## src/pts_pkg.sv

```systemverilog
// Package for the periodic timer slot pool.
// Holds the request/response types, command and status codes, and the
// sequencer state type. No dependencies.
package pts_pkg;

  localparam int TIMERS = 16;
  localparam int IDX_W = (TIMERS > 1) ? $clog2(TIMERS) : 1;
  localparam int CNT_W = 18;
  localparam int SLOT_W = 4;
  localparam int CMD_W = 2;
  localparam int STATUS_W = 2;
  localparam int INTERVAL_W = 24;
  localparam int TAG_W = 32;
  localparam int CLOSE_W = 8;

  localparam logic [INTERVAL_W-1:0] BASE_MS = INTERVAL_W'(100);

  // floor(x / 100) == (x * RECIP) >> RECIP_SHIFT for every 24-bit x
  localparam int RECIP_SHIFT = 31;
  localparam int RECIP_W = 25;
  localparam logic [RECIP_W-1:0] RECIP = RECIP_W'(21474837);
  localparam int PROD_W = INTERVAL_W + RECIP_W;

  localparam logic [CMD_W-1:0] CMD_CREATE = 2'd0;
  localparam logic [CMD_W-1:0] CMD_CLOSE  = 2'd1;
  localparam logic [CMD_W-1:0] CMD_TICK   = 2'd2;

  localparam logic [STATUS_W-1:0] ST_CREATED   = 2'd0;
  localparam logic [STATUS_W-1:0] ST_TOO_SHORT = 2'd1;
  localparam logic [STATUS_W-1:0] ST_POOL_FULL = 2'd2;
  localparam logic [STATUS_W-1:0] ST_EXPIRED   = 2'd3;

  typedef struct packed {
    logic [CMD_W-1:0]      cmd;
    logic [INTERVAL_W-1:0] interval_ms;
    logic [TAG_W-1:0]      user_tag;
    logic [CLOSE_W-1:0]    close_slot;
  } req_t;

  typedef struct packed {
    logic [STATUS_W-1:0] status;
    logic [SLOT_W-1:0]   slot_id;
    logic [TAG_W-1:0]    tag_out;
    logic                last;
  } rsp_t;

  typedef enum logic [2:0] {
    S_IDLE,
    S_DIV,
    S_ALLOC,
    S_TICK,
    S_FLUSH
  } state_t;

endpackage

```

## src/pts_req_if.sv

```systemverilog
// Request channel of the periodic timer slot pool.
// Valid/ready handshake carrying pts_pkg::req_t; depends on pts_pkg.
interface pts_req_if;
  logic          valid;
  logic          ready;
  pts_pkg::req_t data;

  modport source (output valid, output data, input ready);
  modport sink (input valid, input data, output ready);
endinterface

```

## src/pts_rsp_if.sv

```systemverilog
// Response channel of the periodic timer slot pool.
// Valid/ready handshake carrying pts_pkg::rsp_t; depends on pts_pkg.
interface pts_rsp_if;
  logic          valid;
  logic          ready;
  pts_pkg::rsp_t data;

  modport source (output valid, output data, input ready);
  modport sink (input valid, input data, output ready);
endinterface

```

## src/periodic_timer_slot_pool_top.sv

```systemverilog
// Top level of the periodic timer slot pool: sequencer, slot store and
// response register. Depends on pts_pkg, pts_req_if and pts_rsp_if.
//
// Requests are taken one at a time. A close gives no response. A create
// with an interval under 100 ms goes straight to the flush state; any
// other create first does the reciprocal multiply, then visits slots in
// ascending order, one per cycle, until it finds a free one or reaches the
// last slot, then hands over its single response. A tick visits all 16
// slots, one per cycle while no earlier expiry waits on a stalled response
// side, through one shared increment and compare unit, then hands over the
// final expiry. The response register lets the next request in while a
// response waits.
module periodic_timer_slot_pool_top (
  input logic      clk,
  input logic      rst,
  pts_req_if.sink  req,
  pts_rsp_if.source rsp
);

  pts_pkg::state_t state;
  pts_pkg::state_t state_next;

  logic [pts_pkg::IDX_W-1:0]      idx;
  pts_pkg::req_t                  req_q;
  logic [pts_pkg::PROD_W-1:0]     prod;
  logic                           pend_valid;
  pts_pkg::rsp_t                  pend;
  logic                           out_valid;
  pts_pkg::rsp_t                  out_q;

  logic [pts_pkg::TIMERS-1:0]     slot_open;
  logic [pts_pkg::CNT_W-1:0]      reload_ticks [pts_pkg::TIMERS];
  logic [pts_pkg::CNT_W-1:0]      tick_count [pts_pkg::TIMERS];
  logic [pts_pkg::TAG_W-1:0]      slot_tag [pts_pkg::TIMERS];

  logic                           accept;
  logic                           out_free;
  logic                           idx_last;
  logic [pts_pkg::CNT_W-1:0]      cnt_inc;
  logic                           exp_hit;
  logic                           advance;
  logic                           push_out;
  pts_pkg::rsp_t                  out_d;
  logic                           close_hit;
  logic                           alloc_hit;
  logic [pts_pkg::CNT_W-1:0]      quotient;

  assign req.ready = (state == pts_pkg::S_IDLE);
  assign accept    = req.valid && req.ready;
  assign out_free  = !out_valid || rsp.ready;
  assign idx_last  = (idx == pts_pkg::IDX_W'(pts_pkg::TIMERS - 1));
  assign cnt_inc   = tick_count[idx] + pts_pkg::CNT_W'(1);
  assign quotient  = prod[pts_pkg::RECIP_SHIFT +: pts_pkg::CNT_W];
  assign close_hit = req.data.close_slot < pts_pkg::CLOSE_W'(pts_pkg::TIMERS);
  assign alloc_hit = (state == pts_pkg::S_ALLOC) && !slot_open[idx];

  assign rsp.valid = out_valid;
  assign rsp.data  = out_q;

  always_comb begin
    state_next = state;
    case (state)
      pts_pkg::S_IDLE: begin
        if (accept) begin
          case (req.data.cmd)
            pts_pkg::CMD_CREATE: begin
              if (req.data.interval_ms < pts_pkg::BASE_MS) begin
                state_next = pts_pkg::S_FLUSH;
              end else begin
                state_next = pts_pkg::S_DIV;
              end
            end
            pts_pkg::CMD_TICK: state_next = pts_pkg::S_TICK;
            default: state_next = pts_pkg::S_IDLE;
          endcase
        end
      end
      pts_pkg::S_DIV: state_next = pts_pkg::S_ALLOC;
      pts_pkg::S_ALLOC: begin
        if (alloc_hit || idx_last) begin
          state_next = pts_pkg::S_FLUSH;
        end
      end
      pts_pkg::S_TICK: begin
        if (advance && idx_last) begin
          state_next = pts_pkg::S_FLUSH;
        end
      end
      pts_pkg::S_FLUSH: begin
        if (!pend_valid || out_free) begin
          state_next = pts_pkg::S_IDLE;
        end
      end
      default: state_next = pts_pkg::S_IDLE;
    endcase
  end

  always_comb begin
    exp_hit  = 1'b0;
    advance  = 1'b1;
    push_out = 1'b0;
    out_d    = pend;
    case (state)
      pts_pkg::S_TICK: begin
        exp_hit  = slot_open[idx] && (cnt_inc >= reload_ticks[idx]);
        advance  = !(exp_hit && pend_valid && !out_free);
        push_out = exp_hit && pend_valid && out_free;
        out_d.last = 1'b0;
      end
      pts_pkg::S_FLUSH: begin
        push_out   = pend_valid && out_free;
        out_d.last = 1'b1;
      end
      default: begin
        push_out = 1'b0;
      end
    endcase
  end

  always_ff @(posedge clk) begin
    if (rst) begin
      state      <= pts_pkg::S_IDLE;
      idx        <= '0;
      pend_valid <= 1'b0;
      out_valid  <= 1'b0;
      slot_open  <= '0;
    end else begin
      state <= state_next;

      if (push_out) begin
        out_valid <= 1'b1;
      end else if (rsp.ready) begin
        out_valid <= 1'b0;
      end

      case (state)
        pts_pkg::S_IDLE: begin
          idx <= '0;
          if (accept) begin
            if (req.data.cmd == pts_pkg::CMD_CLOSE && close_hit) begin
              slot_open[req.data.close_slot[pts_pkg::IDX_W-1:0]] <= 1'b0;
            end
            if (req.data.cmd == pts_pkg::CMD_CREATE &&
                req.data.interval_ms < pts_pkg::BASE_MS) begin
              pend_valid <= 1'b1;
            end
          end
        end
        pts_pkg::S_ALLOC: begin
          if (alloc_hit) begin
            slot_open[idx] <= 1'b1;
            pend_valid     <= 1'b1;
          end else if (idx_last) begin
            pend_valid <= 1'b1;
          end else begin
            idx <= idx + pts_pkg::IDX_W'(1);
          end
        end
        pts_pkg::S_TICK: begin
          if (advance) begin
            if (exp_hit) begin
              pend_valid <= 1'b1;
            end
            if (!idx_last) begin
              idx <= idx + pts_pkg::IDX_W'(1);
            end
          end
        end
        pts_pkg::S_FLUSH: begin
          if (push_out) begin
            pend_valid <= 1'b0;
          end
        end
        default: begin
          idx <= '0;
        end
      endcase
    end
  end

  always_ff @(posedge clk) begin
    if (push_out) begin
      out_q <= out_d;
    end
    if (accept) begin
      req_q <= req.data;
    end
    if (state == pts_pkg::S_DIV) begin
      prod <= pts_pkg::PROD_W'(req_q.interval_ms) * pts_pkg::PROD_W'(pts_pkg::RECIP);
    end
    case (state)
      pts_pkg::S_IDLE: begin
        pend.status  <= pts_pkg::ST_TOO_SHORT;
        pend.slot_id <= '0;
        pend.tag_out <= '0;
        pend.last    <= 1'b1;
      end
      pts_pkg::S_ALLOC: begin
        if (alloc_hit) begin
          reload_ticks[idx] <= quotient;
          tick_count[idx]   <= '0;
          slot_tag[idx]     <= req_q.user_tag;
          pend.status  <= pts_pkg::ST_CREATED;
          pend.slot_id <= pts_pkg::SLOT_W'(idx);
          pend.tag_out <= '0;
          pend.last    <= 1'b1;
        end else if (idx_last) begin
          pend.status  <= pts_pkg::ST_POOL_FULL;
          pend.slot_id <= '0;
          pend.tag_out <= '0;
          pend.last    <= 1'b1;
        end
      end
      pts_pkg::S_TICK: begin
        if (advance && slot_open[idx]) begin
          if (exp_hit) begin
            tick_count[idx] <= '0;
            pend.status  <= pts_pkg::ST_EXPIRED;
            pend.slot_id <= pts_pkg::SLOT_W'(idx);
            pend.tag_out <= slot_tag[idx];
            pend.last    <= 1'b0;
          end else begin
            tick_count[idx] <= cnt_inc;
          end
        end
      end
      default: begin
        pend.last <= pend.last;
      end
    endcase
  end

  a_idle_no_pending: assert property (@(posedge clk) disable iff (rst)
    state == pts_pkg::S_IDLE |-> !pend_valid)
    else $error("pending response left over in idle");

  a_alloc_opens_one: assert property (@(posedge clk) disable iff (rst)
    alloc_hit |=> $countones(slot_open) == $past($countones(slot_open)) + 1)
    else $error("allocation did not open exactly one slot");

  a_flush_marks_last: assert property (@(posedge clk) disable iff (rst)
    (state == pts_pkg::S_FLUSH && push_out) |=> out_valid && out_q.last)
    else $error("final response not marked last");

  a_tick_push_not_last: assert property (@(posedge clk) disable iff (rst)
    (state == pts_pkg::S_TICK && push_out) |=> out_valid && !out_q.last &&
    out_q.status == pts_pkg::ST_EXPIRED)
    else $error("mid-walk expiry response malformed");

endmodule
```

## src/flat_wrapper.sv

```systemverilog
// flat-port wrapper written by rule: the top's interface ports become plain ports
module periodic_timer_slot_pool_top_flat 
  (clk, rst, req_valid, req_data, req_ready, rsp_valid, rsp_data, rsp_ready);
  pts_req_if req_i ();
  pts_rsp_if rsp_i ();
  input logic clk;
  input logic rst;
  input wire logic [$bits(req_i.valid)-1:0] req_valid;
  input wire logic [$bits(req_i.data)-1:0] req_data;
  output wire logic [$bits(req_i.ready)-1:0] req_ready;
  output wire logic [$bits(rsp_i.valid)-1:0] rsp_valid;
  output wire logic [$bits(rsp_i.data)-1:0] rsp_data;
  input wire logic [$bits(rsp_i.ready)-1:0] rsp_ready;
  assign req_i.valid = req_valid;
  assign req_i.data = req_data;
  assign req_ready = req_i.ready;
  assign rsp_valid = rsp_i.valid;
  assign rsp_data = rsp_i.data;
  assign rsp_i.ready = rsp_ready;
  periodic_timer_slot_pool_top u_core (.clk(clk), .rst(rst), .req(req_i), .rsp(rsp_i));
endmodule
```

## config.mk

```make
export PLATFORM = sky130hd
export DESIGN_NAME = periodic_timer_slot_pool_top_flat
export DESIGN_NICKNAME = d
export VERILOG_FILES = /design/src/pts_pkg.sv /design/src/pts_req_if.sv /design/src/pts_rsp_if.sv /design/src/periodic_timer_slot_pool_top.sv /design/src/flat_wrapper.sv
export SDC_FILE = /design/constraint.sdc
export NUM_CORES = 2
export LEC_CHECK = 0
export BUFFER_PORTS_ARGS = -buffer_cell sky130_fd_sc_hd__buf_2
export CAP_MARGIN = 25
export CORE_MARGIN = 8
export CORE_UTILIZATION = 36
export DETAILED_ROUTE_END_ITERATION = 16
export RECOVER_POWER = 100
export SLEW_MARGIN = 10
export SYNTH_ARGS = -nofsm -noshare
export SYNTH_HDL_FRONTEND = slang
export SYNTH_SLANG_ARGS = --single-unit
```

## constraint.sdc

```tcl
create_clock -name clk -period 15.74 [get_ports clk]
set_input_delay 3.148 -clock clk [delete_from_list [all_inputs] [get_ports clk]]
set_output_delay 3.148 -clock clk [all_outputs]
set_load 0.02 [all_outputs]
```

==> impl_metrics.tcl <==
set metrics [dict create \
    status "complete, but fails checks" \
    failed_checks "max-capacitance violations, max-slew violations" \
    hold_buffers 0 \
    vias 27740 \
    track_usage 0.154 \
    yosys.area_share.simple 0.0256 \
    synth_top_cell_area_share 0.648 \
    layout_common_cells "1240 x edfxtp_1, 345 x mux4_2, 326 x inv_1, 273 x ha_1, 200 x fa_1" \
    ant_nets 0 \
    drc 0 \
    coreArea_mm2 0.159 \
    ys_seq_elements 1269 \
    post_drt_wl_per_cell_um 25.3 \
    synth_nets 3504 \
    path_clk_slew_ns 0.06 \
    grt_max_degree 104 \
    min_from "u_core.out_d[29]$_DFFE_PP_" \
    skew_ns 0.0268 \
    synth_area_per_cell_um2 19.4 \
    fin_crit_sh 0.672 \
    grt-ovfl-total 0 \
    first_pass_iters 5 \
    seq_area_frac_synth 0.658 \
    synth-main-ff-cell "edfxtp_1" \
    tightestPinTransition_ns 3.98 \
    min_path_type "reg -> reg" \
    finalWirelength_um 135000 \
    setup_viol 0 \
    placed_cell_area_mm2 0.0608 \
    post_cts_resized 0 \
    synthTopCellsByArea "edfxtp_1 65%, mux4_2 14%, fa_1 7.0%, ha_1 5.9%, inv_1 2.1%" \
    clock_sinks 1269 \
    syn_area_mm2 0.0575 \
    cts.path.max_buffers 3 \
    cts_tree "built" \
    end_kind "flip-flop" \
    synth_edf_count 1240 \
    fin_crit_ns 10.57 \
    tns_ns 0 \
    initial_utilization 0.363 \
    synth_top_family_by_area "multiplexers" \
    grt_pass1_vias 28988 \
    r2r_slack_ns 5.17 \
    antenna_found_initial 13 \
    hold_end "u_core.rsp.data[29]$_DFFE_PP_" \
    drv_slew 1033 \
    r2r_end "u_core.tick_count[9][5]$_DFFE_PP_" \
    hold_viol 0 \
    hpwl_um 84000 \
    die_w_um 416 \
    synthToLayoutAreaGrowth_pct 12.7 \
    port_buffers 110 \
    stdcell_area_mm2 0.0648 \
    cts_setup_buffers 0 \
    synth_adder_area_share 0.129 \
    cp_max_fo 103 \
    grt_pass1_wl_um 198000 \
    htreeDepth 4 \
    dr.first_iter.drc_count 2320 \
    required_ns 16.07 \
    clock_latency_ns 0.75 \
    drive_above_1_share 0.190 \
    die-height_um 416 \
    final_common_cell "edfxtp_1" \
    rsz0062_at_grt "false" \
    synth-xor-area-share 0.00531 \
    maxCapViolCount 33 \
    yosys.area.top_type "edfxtp_1" \
    rows 146 \
    yosysWarnings 0 \
    holdPathStages 0 \
    syn_inst 2961 \
    synthMuxAreaShare 0.135 \
    place.gp.congestion 0.820 \
    reg2reg_depth 14 \
    critPathArrivalTime_ns 10.91 \
    ys_types 70 \
    start_kind "flip-flop" \
    timing.fmax_ghz 0.0946 \
    num_io_pins 111 \
    viasPerCell 5.19 \
    cts_buffers 133 \
    worstSetupPathType "reg -> reg" \
    nNetsFinal 3716 \
    synthArstFlopShare 0 \
    clock-root-buffer "clkbuf_16" \
    synth_compound_area_frac 0.0179 \
    die-area_mm2 0.173 \
    max-slew-margin-rel -1.65 \
]
Yosys cell counts, drive strengths merged (4+ instances only):
cell type / instances
a211oi: 22
dfxtp: 29
clkbuf: 41
fa: 200
ha: 273
buf: 49
nor2: 66
or2: 4
inv: 326
o21ai: 18
a31oi: 5
nand3: 14
a21oi: 39
a21o: 23
mux4: 345
and3: 35
and2: 10
nor3b: 5
xnor2: 20
edfxtp: 1240
and4: 4
nor2b: 47
nand2: 36
xor2: 14
nor4: 9
nor3: 17
o21a: 4
nand2b: 10
nand4: 10
layer usage:
layer  GRT usage  vias up  part of all wire
li1            -    11986                 -
met1       0.213    14720              0.44
met2       0.255      848              0.49
met3      0.0265      186             0.054
met4      0.0384        0             0.024
met5           0        -                 0
worst max-delay path, cell delays in order, from the launching register on:
cell and delay (ns):
dfxtp_1 2.04, buf_12 0.63, clkbuf_1 2.59, mux4_2 0.74
mux4_2 0.48, inv_1 0.20, ha_1 0.29, a21o_1 0.16
a21o_1 0.17, a211oi_1 0.31, o21ai_0 0.26, a21oi_1 0.28
o21ai_0 0.25, nor2_2 0.18, clkbuf_1 1.27
per-stage QoR:
stage | utilization | hold slack (ns) | cells | worst slack, ns
CTS | 0.411 | 0.414 | 5338 | 8.47
floorplan | - | 0.400 | 2961 | 9.41
global placement | 0.383 | 0.401 | 5098 | 8.47
global route | 0.409 | 0.420 | 5348 | 4.15
detailed placement | 0.383 | 0.405 | 5103 | 8.55
finish | 0.409 | 0.412 | 5349 | 5.17
final cells by class:
cell class | count | area [um2]
Multi-Input combinational cell | 1276 | 18000
Clock inverter | 74 | 798
Inverter | 326 | 1220
Fill cell | 14005 | 93800
Antenna cell | 4 | 10.0
Tap cell | 2072 | 2590
Timing Repair Buffer | 167 | 761
Sequential cell | 1269 | 37800
Clock buffer | 161 | 3550
registers in the layout (all words and copies together), names as in the netlist, named ones only:
| name | count |
|---|---|
| u_core.out_d | 38 |
| u_core.reload_ticks | 288 |
| u_core.idx | 4 |
| u_core.rsp.data | 39 |
| u_core.slot_tag | 512 |
| u_core.pend_valid | 1 |
| u_core.prod | 18 |
| u_core.req_q | 56 |
| u_core.tick_count | 288 |
| u_core.state | 3 |
| u_core.pend | 1 |
| u_core.slot_open | 16 |
| u_core.rsp.valid | 1 |
worst max path at each step:
stage	from	depth (start not counted)	slack [ns]	endpoint
detailed placement	flip-flop	18	8.55	u_core.tick_count[6][4]$_DFFE_PP_
CTS	flip-flop	17	8.47	u_core.tick_count[3][13]$_DFFE_PP_
floorplan	u_core.req_q[53]$_DFFE_PP_	18	9.41	u_core.prod[43]$_DFFE_PP_
finish	flip-flop	14	5.17	u_core.tick_count[9][5]$_DFFE_PP_
global placement	flip-flop	18	8.47	u_core.tick_count[12][4]$_DFFE_PP_
global route	flip-flop	14	4.15	u_core.tick_count[12][5]$_DFFE_PP_
cells by family (layout without fill, tap and decap cells):
logic type / Yosys count / after routing
flops: 1269 / 1269
fa+ha+maj: 473 / 473
buf+inv: 416 / 728
mux: 345 / 345
simple gates: 274 / 274
compound gates: 150 / 150
xor+xnor: 34 / 34
other cells: 0 / 4
Power is left out: the tool's default activity adds up to more than one toggle a clock period on the data nets, which glitch-free logic cannot reach.
